<file path="config.mk">
export PLATFORM = sky130hd
export DESIGN_NAME = fisn_fadd
export DESIGN_NICKNAME = d
export VERILOG_FILES = /design/src/sv/fisn_pkg.sv /design/src/sv/fisn_fadd.sv
export SDC_FILE = /design/constraint.sdc
export NUM_CORES = 1
export LEC_CHECK = 0
export BUFFER_PORTS_ARGS = -buffer_cell sky130_fd_sc_hd__buf_2
export CORE_MARGIN = 4
export CORE_UTILIZATION = 55
export CTS_BUF_LIST = sky130_fd_sc_hd__clkbuf_16
export DETAILED_ROUTE_END_ITERATION = 16
export PLACE_DENSITY = 0.78
export SLEW_MARGIN = 20
export SYNTH_ARGS = -nofsm -noshare
export SYNTH_HDL_FRONTEND = slang
export SYNTH_SLANG_ARGS = --single-unit
export TNS_END_PERCENT = 5
</file>
<file path="constraint.sdc">
create_clock -name clk_i -period 13.3 [get_ports clk_i]
set_input_delay 0.665 -clock clk_i [delete_from_list [all_inputs] [get_ports clk_i]]
set_output_delay 0.665 -clock clk_i [all_outputs]
set_load 0.1 [all_outputs]
</file>
<file path="src/sv/fisn_pkg.sv">
`default_nettype none
// ----------------------------------------------------------------------------
// fisn_pkg
// Shared constants and helpers for the fast inverse square root normalizer.
// ----------------------------------------------------------------------------
package fisn_pkg;

  localparam logic [31:0] MAGIC_WORD   = 32'h5f3759df;
  localparam logic [31:0] ONE_HALF     = 32'h3f000000;
  localparam logic [31:0] THREE_HALVES = 32'h3fc00000;
  localparam logic [31:0] DEFAULT_NAN  = 32'hffc00000;
  localparam logic [31:0] QUIET_BIT    = 32'h00400000;
  localparam logic [30:0] INF_MAG      = 31'h7f800000;

  // Latency of each floating-point unit and of the whole pipeline.
  localparam int unsigned OpLat   = 2;
  localparam int unsigned PipeLat = 9 * OpLat;

  // Count of leading zeros of a 48-bit word, 48 for an all-zero word.
  function automatic logic [5:0] lzc48(input logic [47:0] v);
    logic [5:0] c;
    c = 6'd48;
    for (int i = 0; i < 48; i++) begin
      if (v[i]) begin
        c = 6'(47 - i);
      end
    end
    return c;
  endfunction

endpackage
`default_nettype wire

</file>
<file path="src/sv/fisn_fadd.sv">
`default_nettype none
// ----------------------------------------------------------------------------
// fisn_fadd
// Two-stage single-precision adder and subtractor, round to nearest even.
// ----------------------------------------------------------------------------
module fisn_fadd
  import fisn_pkg::*;
(
  input  wire logic        clk_i,
  input  wire logic        en_i,
  input  wire logic        sub_i,
  input  wire logic [31:0] a_i,
  input  wire logic [31:0] b_i,
  output logic      [31:0] s_o
);

  logic        sbe, nan_a, nan_b, inf_a, inf_b, swap, eff_sub;
  logic [31:0] bb, big, sml;
  logic [7:0]  exb, exs, d;
  logic [5:0]  sh;
  logic [26:0] mbig, msml, al;
  logic [58:0] wide;
  logic        sign_d, sign_q, zsign_d, zsign_q, spec_d, spec_q;
  logic [31:0] spec_word_d, spec_word_q;
  logic [7:0]  exp_d, exp_q;
  logic [27:0] sum_d, sum_q;

  always_comb begin
    sbe   = b_i[31] ^ sub_i;
    bb    = {sbe, b_i[30:0]};
    nan_a = (a_i[30:23] == 8'hff) && (a_i[22:0] != '0);
    nan_b = (b_i[30:23] == 8'hff) && (b_i[22:0] != '0);
    inf_a = (a_i[30:0] == INF_MAG);
    inf_b = (b_i[30:0] == INF_MAG);
    swap  = a_i[30:0] < b_i[30:0];
    big   = swap ? bb : a_i;
    sml   = swap ? a_i : bb;
    exb   = (big[30:23] == 8'd0) ? 8'd1 : big[30:23];
    exs   = (sml[30:23] == 8'd0) ? 8'd1 : sml[30:23];
    d     = exb - exs;
    sh    = (d > 8'd31) ? 6'd31 : d[5:0];
    mbig  = {big[30:23] != 8'd0, big[22:0], 3'd0};
    msml  = {sml[30:23] != 8'd0, sml[22:0], 3'd0};
    wide  = {msml, 32'd0} >> sh;
    al    = {wide[58:33], wide[32] | (|wide[31:0])};
    eff_sub = a_i[31] ^ sbe;
    sum_d = eff_sub ? ({1'b0, mbig} - {1'b0, al}) : ({1'b0, mbig} + {1'b0, al});
    exp_d   = exb;
    sign_d  = big[31];
    zsign_d = a_i[31] & sbe;
    spec_d  = 1'b1;
    if (nan_a) begin
      spec_word_d = a_i | QUIET_BIT;
    end else if (nan_b) begin
      spec_word_d = b_i | QUIET_BIT;
    end else if (inf_a && inf_b && eff_sub) begin
      spec_word_d = DEFAULT_NAN;
    end else if (inf_a) begin
      spec_word_d = a_i;
    end else if (inf_b) begin
      spec_word_d = bb;
    end else begin
      spec_word_d = '0;
      spec_d      = 1'b0;
    end
  end

  always_ff @(posedge clk_i) begin
    if (en_i) begin
      sign_q      <= sign_d;
      zsign_q     <= zsign_d;
      spec_q      <= spec_d;
      spec_word_q <= spec_word_d;
      exp_q       <= exp_d;
      sum_q       <= sum_d;
    end
  end

  logic [26:0] nrm;
  logic [8:0]  e;
  logic [5:0]  lz;
  logic [7:0]  lsh, lim;
  logic [23:0] m;
  logic        g, st;
  logic [24:0] m_r;
  logic [8:0]  em1;
  logic [33:0] tot;
  logic [31:0] res_d, res_q;

  always_comb begin
    lz  = lzc48({sum_q[26:0], 21'd0});
    lim = exp_q - 8'd1;
    lsh = ({2'b00, lz} < lim) ? {2'b00, lz} : lim;
    if (sum_q[27]) begin
      nrm = {sum_q[27:2], sum_q[1] | sum_q[0]};
      e   = {1'b0, exp_q} + 9'd1;
    end else begin
      nrm = sum_q[26:0] << lsh[4:0];
      e   = {1'b0, exp_q} - {1'b0, lsh};
    end
    m   = nrm[26:3];
    g   = nrm[2];
    st  = |nrm[1:0];
    m_r = {1'b0, m} + {24'd0, g & (st | m[0])};
    em1 = e - 9'd1;
    tot = {2'd0, em1, 23'd0} + {9'd0, m_r};
    if (spec_q) begin
      res_d = spec_word_q;
    end else if (sum_q == '0) begin
      res_d = {zsign_q, 31'd0};
    end else if (tot >= {3'd0, INF_MAG}) begin
      res_d = {sign_q, INF_MAG};
    end else begin
      res_d = {sign_q, tot[30:0]};
    end
  end

  always_ff @(posedge clk_i) begin
    if (en_i) begin
      res_q <= res_d;
    end
  end

  assign s_o = res_q;

endmodule
`default_nettype wire

</file>
==> results.sh <==
export IMPL_status="completed"
export IMPL_drcViolationCount=0
export IMPL_slowest_stage="nor3_4"
export IMPL_die_h_um=178
export IMPL_yosys_area_share_xor_xnor_pct=3.98
export IMPL_synth_simple_area_share_pct=21.9
export IMPL_clockBufferDepth=2
export IMPL_fin_ws_ns=1.78
export IMPL_design_area_um2=16700
export IMPL_dp_cells=2435
export IMPL_max_stage_delay_ns=0.91
export IMPL_cp_start_kind="primary input"
export IMPL_clock_skew_ns=0.0173
export IMPL_cts_tree="built"
export IMPL_wl_um=63900
export IMPL_num_vias=17882
export IMPL_totalPowerFinal_mw=2.90
export IMPL_synth_adder_area_share_pct=8.76
export IMPL_place_gp_congestion=1.03
export IMPL_drive_gt1_share_pct=11.2
export IMPL_ys_flop_type="edfxtp_1"
export IMPL_worstPathArrival_ns=11.64
export IMPL_seq_area_frac_synth_pct=19.5
export IMPL_finalSetupTns_ns=0
export IMPL_start_util_pct=56.3
export IMPL_syn_area_per_cell_um2=7.59
export IMPL_synth_area_leader_cell="edfxtp_1"
export IMPL_clock_latency_ns=0.37
export IMPL_ys_types=111
export IMPL_synth_fp_nets=2260
export IMPL_peakVddDrop_mv=0.117
export IMPL_grt_ovfl_total=0
export IMPL_synth_top_area_share_pct=19.5
export IMPL_hpwlAfterDp_um=48500
export IMPL_floorplan_die_width_um=178
export IMPL_place_ws_ns=1.80
export IMPL_antenna_found_initial=1
export IMPL_critical_path_class="primary input to register"
export IMPL_place_area_um2=16400
export IMPL_synth_edf_count=103
export IMPL_routed_via_density=7.29
export IMPL_clock_fmax_ghz=0.0868
export IMPL_ys_top_cells_by_area="edfxtp_1 20%, ha_1 8.4%, a21oi_1 5.7%"
export IMPL_finalNonFillerCells=2453
export IMPL_path_clk_slew_ns=0.08
export IMPL_finalCriticalPeriod_ns=11.52
export IMPL_maxSlewHeadroom_pct=24.7
export IMPL_grt_start_max_net_pins=80
export IMPL_syn_area_um2=15800
export IMPL_portBuffers=98
export IMPL_grt_pass1_wl_um=95100
export IMPL_end_kind="register"
export IMPL_synth_mux_area_share_pct=5.27
export IMPL_syn_inst=2084
export IMPL_post_cts_resized=0
export IMPL_cap_violations=0
export IMPL_core_area_um2=28100
export IMPL_cts_hold_buf=0
export IMPL_cts_root_buf="clkbuf_16"
export IMPL_synth_async_reset_ratio_pct=0
export IMPL_ys_warn_count=0
export IMPL_crit_top_cell="a21oi_1"
export IMPL_tightest_slew_ns=1.13
export IMPL_clock_sinks=103
export IMPL_finalNetCount=2245
export IMPL_setup_viol=0
export IMPL_track_usage_pct=38.6
export IMPL_first_global_vias=15934
export IMPL_leakagePower_nw=6.64
export IMPL_numCtsBuffers=9
export IMPL_dieArea_um2=31500
export IMPL_hold_viol=0
export IMPL_io_pins=99
export IMPL_crit_fanout=23
export IMPL_dr_pass1_iters=7
export IMPL_synth_top_family_by_area="compound AO/OA/AOI/OAI gates"
export IMPL_fin_crit_sh_pct=86.6
export IMPL_reg2reg_slack_ns=3.44
export IMPL_rsz0062_at_grt="no"
export IMPL_final_max_slew_viol_count=0
export IMPL_ys_ff_latch=103
export IMPL_post_cts_buffers=0
export IMPL_area_growth_syn_to_layout_pct=5.42
export IMPL_drtIter0Drc=2992
export IMPL_postRouteAntennaNets=0
export IMPL_p_per_area_nw_per_um2=174
export IMPL_routedWlPerCell_um=26.0
export IMPL_h_tree_depth=3
export IMPL_hp_class="register to register"
export IMPL_rows=61
export IMPL_synth_compound_area_share_pct=33.3
export IMPL_cp_required_ns=13.42
stage by stage:
stage	utilization (%)	hold slack, ns
after floorplan	-	0.499
after global routing	59.4	0.565
after detailed placement	58.2	0.514
after CTS	59.3	0.529
after global placement	58.2	0.505
final	59.4	0.536
path summary, 6_finish.rpt:
| kind | start | to | cells after the start |
|---|---|---|---|
| min | spec_word_q[31] | s_o[31] | 2 |
| max reg2reg | sum_q[15] | s_o[13] | 27 |
| max | b_i[30] | sum_q[24] | 42 |
| min reg2reg | spec_word_q[31] | s_o[31] | 2 |
cells in the mapped netlist, types with 20 or more instances:
cell type	number
a211oi_1	51
a21o_1	21
a21oi_1	179
a221oi_1	24
a22o_1	32
a22oi_1	28
a31oi_1	53
a32oi_1	31
and2_1	25
buf_2	38
clkbuf_1	97
edfxtp_1	103
ha_1	106
inv_1	112
mux2i_1	62
nand2_1	184
nand3_1	57
nand4_1	23
nor2_1	171
nor3_1	60
nor4_1	33
o211ai_1	29
o21ai_0	124
o22ai_1	20
xnor2_1	48
xor2_1	22
cells by family (layout without fill, tap and decap cells):
group | count (synthesis) | after routing
AO/OA/AOI/OAI | 767 | 767
XOR/XNOR | 71 | 71
adder cells (fa/ha/maj) | 109 | 109
buffers and inverters | 272 | 262
flip-flops | 103 | 103
multiplexers | 78 | 78
other | 0 | 1
AND/OR/NAND/NOR | 684 | 684
routing by layer:
metal	global-route usage [%]	wire (µm)
met5	0.160	10
met4	20.0	4040
met3	6.26	7270
met2	61.0	28400
met1	51.0	24100
where the power goes:
part	total [mW]	switching, mW	internal, mW
clock network	0.270	0.136	0.134
registers	0.544	0.105	0.439
logic	2.08	1.44	0.649
total	2.90	1.68	1.22
critical path, delay by kind of cell:
kind / cells / cell delay (ns)
AO/OA/AOI/OAI: 21 / 4.84
AND/OR/NAND/NOR: 10 / 3.01
adder cells (fa/ha/maj): 4 / 1.34
multiplexers: 3 / 1.33
buffers and inverters: 3 / 0.26
XOR/XNOR: 1 / 0.16
placed cells by master, fill, tap and decap left out, drive strengths merged, types with 15 or more instances in the layout:
master / n
nor3: 64
a31oi: 55
a21o: 21
xor2: 22
nand3: 58
inv: 116
o22ai: 20
buf: 130
nor4: 37
ha: 106
a221oi: 27
mux2i: 62
xnor2: 49
or2: 16
o211ai: 30
or3: 16
a32oi: 32
a211oi: 55
nand4: 26
a22oi: 30
and3: 16
and2: 25
nand2b: 16
o21ai: 135
nor2: 174
a21oi: 182
a22o: 33
edfxtp: 103
nand2: 184
o31ai: 15
sequential cells by signal, indices dropped and copies added, names as in the netlist:
register	cells
spec_word_q	32
exp_q	8
sign_q	1
sum_q	28
s_o	32
zsign_q	1
spec_q	1
cell type report:
type                    count  area (µm²)
repair buffers            130         737
inverters                 116         440
multi-input cells        1709       11600
well taps                 378         473
clock buffers               9         225
clock inverters             7        86.3
fillers                  2680       11400
flip-flops and latches    103        3090
diodes                      1        2.50
No activity file was read; power rests on OpenSTA's default activity.
