**src/sv/fisn_pkg.sv**
```systemverilog
`default_nettype none
// ----------------------------------------------------------------------------
// fisn_pkg
// Shared constants and helpers for the fast inverse square root normalizer.
// ----------------------------------------------------------------------------
package fisn_pkg;

  localparam logic [31:0] MAGIC_WORD   = 32'h5f3759df;
  localparam logic [31:0] ONE_HALF     = 32'h3f000000;
  localparam logic [31:0] THREE_HALVES = 32'h3fc00000;
  localparam logic [31:0] DEFAULT_NAN  = 32'hffc00000;
  localparam logic [31:0] QUIET_BIT    = 32'h00400000;
  localparam logic [30:0] INF_MAG      = 31'h7f800000;

  // Latency of each floating-point unit and of the whole pipeline.
  localparam int unsigned OpLat   = 2;
  localparam int unsigned PipeLat = 9 * OpLat;

  // Count of leading zeros of a 48-bit word, 48 for an all-zero word.
  function automatic logic [5:0] lzc48(input logic [47:0] v);
    logic [5:0] c;
    c = 6'd48;
    for (int i = 0; i < 48; i++) begin
      if (v[i]) begin
        c = 6'(47 - i);
      end
    end
    return c;
  endfunction

endpackage
`default_nettype wire

```
**src/sv/fisn_fmul.sv**
```systemverilog
`default_nettype none
// ----------------------------------------------------------------------------
// fisn_fmul
// Two-stage single-precision multiplier, round to nearest even.
// ----------------------------------------------------------------------------
module fisn_fmul
  import fisn_pkg::*;
(
  input  wire logic        clk_i,
  input  wire logic        en_i,
  input  wire logic [31:0] a_i,
  input  wire logic [31:0] b_i,
  output logic      [31:0] p_o
);

  logic [7:0]        ea, eb;
  logic              nan_a, nan_b, inf_a, inf_b, zero_a, zero_b;
  logic [23:0]       ma, mb, mna, mnb;
  logic [5:0]        lza, lzb;
  logic signed [9:0] expa, expb;
  logic              sign_d, sign_q, spec_d, spec_q;
  logic [31:0]       spec_word_d, spec_word_q;
  logic signed [10:0] exp_d, exp_q;
  logic [47:0]       prod_d, prod_q;

  always_comb begin
    ea     = a_i[30:23];
    eb     = b_i[30:23];
    nan_a  = (ea == 8'hff) && (a_i[22:0] != '0);
    nan_b  = (eb == 8'hff) && (b_i[22:0] != '0);
    inf_a  = (ea == 8'hff) && (a_i[22:0] == '0);
    inf_b  = (eb == 8'hff) && (b_i[22:0] == '0);
    zero_a = (a_i[30:0] == '0);
    zero_b = (b_i[30:0] == '0);
    ma     = {ea != 8'd0, a_i[22:0]};
    mb     = {eb != 8'd0, b_i[22:0]};
    lza    = lzc48({ma, 24'd0});
    lzb    = lzc48({mb, 24'd0});
    mna    = ma << lza[4:0];
    mnb    = mb << lzb[4:0];
    expa   = $signed({2'b00, (ea == 8'd0) ? 8'd1 : ea}) - $signed({4'b0000, lza});
    expb   = $signed({2'b00, (eb == 8'd0) ? 8'd1 : eb}) - $signed({4'b0000, lzb});
    exp_d  = $signed({expa[9], expa}) + $signed({expb[9], expb}) - 11'sd127;
    prod_d = mna * mnb;
    sign_d = a_i[31] ^ b_i[31];
    spec_d = 1'b1;
    if (nan_a) begin
      spec_word_d = a_i | QUIET_BIT;
    end else if (nan_b) begin
      spec_word_d = b_i | QUIET_BIT;
    end else if ((inf_a && zero_b) || (inf_b && zero_a)) begin
      spec_word_d = DEFAULT_NAN;
    end else if (inf_a || inf_b) begin
      spec_word_d = {sign_d, INF_MAG};
    end else if (zero_a || zero_b) begin
      spec_word_d = {sign_d, 31'd0};
    end else begin
      spec_word_d = '0;
      spec_d      = 1'b0;
    end
  end

  always_ff @(posedge clk_i) begin
    if (en_i) begin
      sign_q      <= sign_d;
      spec_q      <= spec_d;
      spec_word_q <= spec_word_d;
      exp_q       <= exp_d;
      prod_q      <= prod_d;
    end
  end

  logic               carry;
  logic [47:0]        nrm;
  logic signed [10:0] e, neg;
  logic [5:0]         sh;
  logic [9:0]         eeff;
  logic [10:0]        em1;
  logic [95:0]        wide;
  logic [23:0]        m;
  logic               g, st;
  logic [24:0]        m_r;
  logic [33:0]        tot;
  logic [31:0]        res_d, res_q;

  always_comb begin
    carry = prod_q[47];
    nrm   = carry ? prod_q : {prod_q[46:0], 1'b0};
    e     = exp_q + $signed({10'd0, carry});
    neg   = 11'sd1 - e;
    if (e > 11'sd0) begin
      eeff = e[9:0];
      sh   = 6'd0;
    end else begin
      eeff = 10'd1;
      sh   = (neg > 11'sd63) ? 6'd63 : neg[5:0];
    end
    wide  = {nrm, 48'd0} >> sh;
    m     = wide[95:72];
    g     = wide[71];
    st    = |wide[70:0];
    m_r   = {1'b0, m} + {24'd0, g & (st | m[0])};
    em1   = {1'b0, eeff} - 11'd1;
    tot   = {em1, 23'd0} + {9'd0, m_r};
    if (spec_q) begin
      res_d = spec_word_q;
    end else if (tot >= {3'd0, INF_MAG}) begin
      res_d = {sign_q, INF_MAG};
    end else begin
      res_d = {sign_q, tot[30:0]};
    end
  end

  always_ff @(posedge clk_i) begin
    if (en_i) begin
      res_q <= res_d;
    end
  end

  assign p_o = res_q;

endmodule
`default_nettype wire

```
**config.mk**
```make
export PLATFORM = sky130hd
export DESIGN_NAME = fisn_fmul
export DESIGN_NICKNAME = d
export VERILOG_FILES = /design/src/sv/fisn_pkg.sv /design/src/sv/fisn_fmul.sv
export SDC_FILE = /design/constraint.sdc
export NUM_CORES = 2
export LEC_CHECK = 0
export BUFFER_PORTS_ARGS = -buffer_cell sky130_fd_sc_hd__buf_2
export CAP_MARGIN = 20
export CORE_ASPECT_RATIO = 0.6
export CORE_MARGIN = 8
export CORE_UTILIZATION = 50
export CTS_BUF_LIST = sky130_fd_sc_hd__clkbuf_2
export CTS_CLUSTER_DIAMETER = 150
export DETAILED_ROUTE_END_ITERATION = 10
export GPL_ROUTABILITY_DRIVEN = 0
export PLACE_DENSITY = 0.76
export SLEW_MARGIN = 20
export SYNTH_ARGS = -nofsm -noshare
export SYNTH_HDL_FRONTEND = slang
export SYNTH_SLANG_ARGS = --single-unit
```
**constraint.sdc**
```tcl
create_clock -name clk_i -period 11.4 [get_ports clk_i]
set_input_delay 0.57 -clock clk_i [delete_from_list [all_inputs] [get_ports clk_i]]
set_output_delay 0.57 -clock clk_i [all_outputs]
set_load 0.1 [all_outputs]
```
==> key figures <==
Die
  • Initial Utilization: 0.502
  • Core Area: 65800 µm²
  • Die W: 348 µm
  • DIE AREA: 74700 µm²
  • Die Ht: 215 µm
  • FP Rows: 73
  • Num ports: 98

Detailed routing
  • WL final: 114000 µm
  • DRT Pass-1 Iters: 8
  • Via Count: 30539
  • Initial drt markers: 4605
  • ANT nets after route: 0
  • Detailed-route DRC error count: 0
  • Via density per instance: 6.35
  • Wire length per cell: 23.6 µm

Timing
  • Max-slew violations: 0
  • RSZ-0062 raised after global routing: no
  • Crit share post-route: 0.926
  • Max Freq: 94.7 MHz
  • Setup violators final: 0
  • Setup TNS: 0 ns
  • Slew HR: 0.203
  • Post-layout minimum cycle time: 10.56 ns
  • Number of failing hold endpoints at the final stage: 0
  • Worst Tran Pin Value: 1.19 ns
  • Clock skew: 0.145 ns

Global route
  • Most used routing layer: met1
  • Vias in the first global route: 29459
  • Global route total overflow: 0
  • Largest net degree at the start of global routing: 68
  • Met3 Use GR: 0.179
  • First-pass GRT wire length: 174000 µm
  • Initial antenna violation count: 3
  • Tot GR Track Use: 0.295
  • Met1 Usage GRT: 0.411
  • Met2 Use GR: 0.379

Clocking
  • CTS hold repair buffers: 0
  • Setup repair bufs after CTS: 0
  • Cell at the root of the clock tree: clkbuf_2
  • CTS Buffer Depth: 3
  • CTS Sinks: 125
  • Worst-path clk slew: 0.27 ns
  • CTS tree: built
  • Total clock buffers created by CTS: 25
  • H-tree depth: 4
  • Cts repair resizes: 0
  • Skew-Pair Late Insertion Delay: 0.81 ns

Synthesis
  • Yosys warnings: 0
  • Synth cell types: 113
  • Post-synth EDFFs: 125
  • Syn Nets: 4663
  • Asr flop ratio synth: 0
  • Syn Area/Cell: 8.45 µm²
  • Compound-gate portion of the synthesized area: 0.152
  • Post-Syn Area: 33000 µm²
  • Yosys reg bits: 125
  • Largest family of logic cells by synthesized area: adder cells
  • Mapped Cells: 3904
  • Post-Synth Adder-Cell Area: 0.373
  • Sequential fraction of the synthesis area: 0.114
  • Most used DFF post-synth: edfxtp_1
  • Post-synthesis mux area share: 0.0623
  • Post-synthesis simple-gate area fraction: 0.168
  • XOR/XNOR share of the synthesized area: 0.0279

Worst setup path
  • Worst path arrival time: 11.05 ns
  • Slowest-stage cell, CP: a311oi_1
  • Crit path max-delay family: compound AO/OA/AOI/OAI gates
  • CP startpoint: a_i[1]
  • CP max stage delay: 0.63 ns
  • Worst r2r path cells: 30
  • Reg-to-reg startpoint: prod_q[47]
  • RR Endpoint: p_o[22]
  • Critical Setup Path Class: primary input to flip-flop
  • CP Capture Type: flip-flop
  • Worst path bufs/invs: 12
  • CP required: 11.89 ns
  • R2R setup slack: 2.28 ns
  • CP Max Fanout: 13
  • Startpoint class of the critical path: primary input

Placed design
  • Port Buffer Count: 97
  • Post-DP HPWL: 93000 µm

Final layout
  • Nets: 4700
  • Filler cells: 6113
  • Area delta synth->final: 5.65%
  • Layout cells sized above 1: 0.101

Worst hold path
  • Hold_sp: b_i[17]
  • Worst Hold End: spec_word_q[17]
  • HP Class: primary input to flip-flop
  • Hold path depth: 2

Job
  • Maxcap violations: 0

Status
  • Outcome: finished clean
## cell usage in the layout, fill, tap and decap left out, drive strengths merged, types with 38 or more instances in the layout
master	instances
xor2	42
inv	646
mux2i	148
and2	42
a22o	48
a21oi	151
nand3	54
edfxtp	125
o21ai	105
nor2	386
a211oi	42
ha	208
xnor2	59
nor3	71
mux2	38
nand2	465
a21o	38
buf	227
nand2b	38
fa	485
## cells by family after synthesis
group                    after synthesis
AND/OR/NAND/NOR                     1225
buffers and inverters                865
AO/OA/AOI/OAI                        701
adder cells (fa/ha/maj)              693
multiplexers                         192
flip-flops                           125
XOR/XNOR                             102
other                                  1
## Yosys cell counts, types with 9 or more instances
cell type,instances,area [µm²]
o21ai_1,12,60.1
ha_1,208,2600
buf_1,19,71.3
clkbuf_1,161,604
o31ai_1,11,82.6
and3_1,19,119
mux2_2,37,417
o22ai_1,24,150
mux2i_1,147,1470
fa_1,485,9710
o21a_1,21,158
a21o_1,37,278
a21oi_1,146,731
a2111oi_0,9,78.8
nand4_1,29,181
o211ai_1,29,218
nand2_1,463,1740
xor2_1,41,359
nor2_1,383,1440
o22a_1,14,123
a211o_1,12,105
or2_2,27,169
buf_4,12,90.1
a31oi_1,31,194
edfxtp_1,125,3750
nor4_1,16,100
nor2b_1,17,106
and2_1,41,257
o21bai_1,16,120
a22o_1,48,420
a22oi_1,23,173
xnor2_1,58,508
or3_1,21,131
a211oi_1,42,315
nand2b_1,38,238
inv_1,643,2410
nor3_1,67,335
or4_1,10,75.1
buf_6,9,101
buf_2,17,85.1
o21ai_0,92,460
nand3_1,54,270
## worst max path at each step
stage,slack (ns),cells past startpoint,end
after CTS,1.17,45,prod_q[47]
after global routing,0.44,41,prod_q[46]
after global placement,0.53,45,prod_q[47]
after floorplan,0.77,42,prod_q[45]
after detailed placement,0.44,41,prod_q[46]
final,0.84,45,prod_q[47]
## flip-flops by register name, summed over array words and instances (netlist names)
signal,cells
exp_q,11
p_o,32
prod_q,48
sign_q,1
spec_q,1
spec_word_q,32
## worst register-to-register path: cells and delay by family, from the launching register on
family / cells / cell delay, ns
buffers and inverters: 3 / 0.99
flip-flops: 1 / 0.35
AO/OA/AOI/OAI: 11 / 3.35
AND/OR/NAND/NOR: 9 / 2.14
multiplexers: 1 / 0.23
adder cells (fa/ha/maj): 4 / 1.34
XOR/XNOR: 2 / 0.50
## layer usage
metal	part of all wire	vias up	routed length, µm
met4	0.032	10	3640
met5	0.0040	-	457
met3	0.20	365	22500
met1	0.40	14738	45400
met2	0.37	2402	41600
li1	-	13024	-
## stage by stage
step	hold slack, ns	area, µm²	util	instances	worst slack, ns
after floorplan	0.509	33000	-	3904	0.770
after global placement	0.539	34700	0.527	4775	0.535
after detailed placement	0.545	34700	0.527	4775	0.436
after CTS	0.111	34800	0.530	4807	1.17
after global routing	0.122	34900	0.530	4808	0.440
final	0.185	34900	0.530	4810	0.842
## final cells by class
| class | instances | area [µm²] | share of cell area |
|---|---|---|---|
| multi-input cells | 2914 | 25900 | 0.744 |
| flip-flops and latches | 125 | 3750 | 0.108 |
| inverters | 647 | 2430 | 0.0697 |
| repair buffers | 228 | 1480 | 0.0426 |
| well taps | 862 | 1080 | 0.0309 |
| clock buffers | 26 | 130 | 0.00373 |
| clock inverters | 6 | 28.8 | 0.000826 |
| diodes | 2 | 5.00 | 0.000144 |
Power is not shown: default switching activity piles up to over one toggle a cycle in this logic, so the estimate is an artifact.
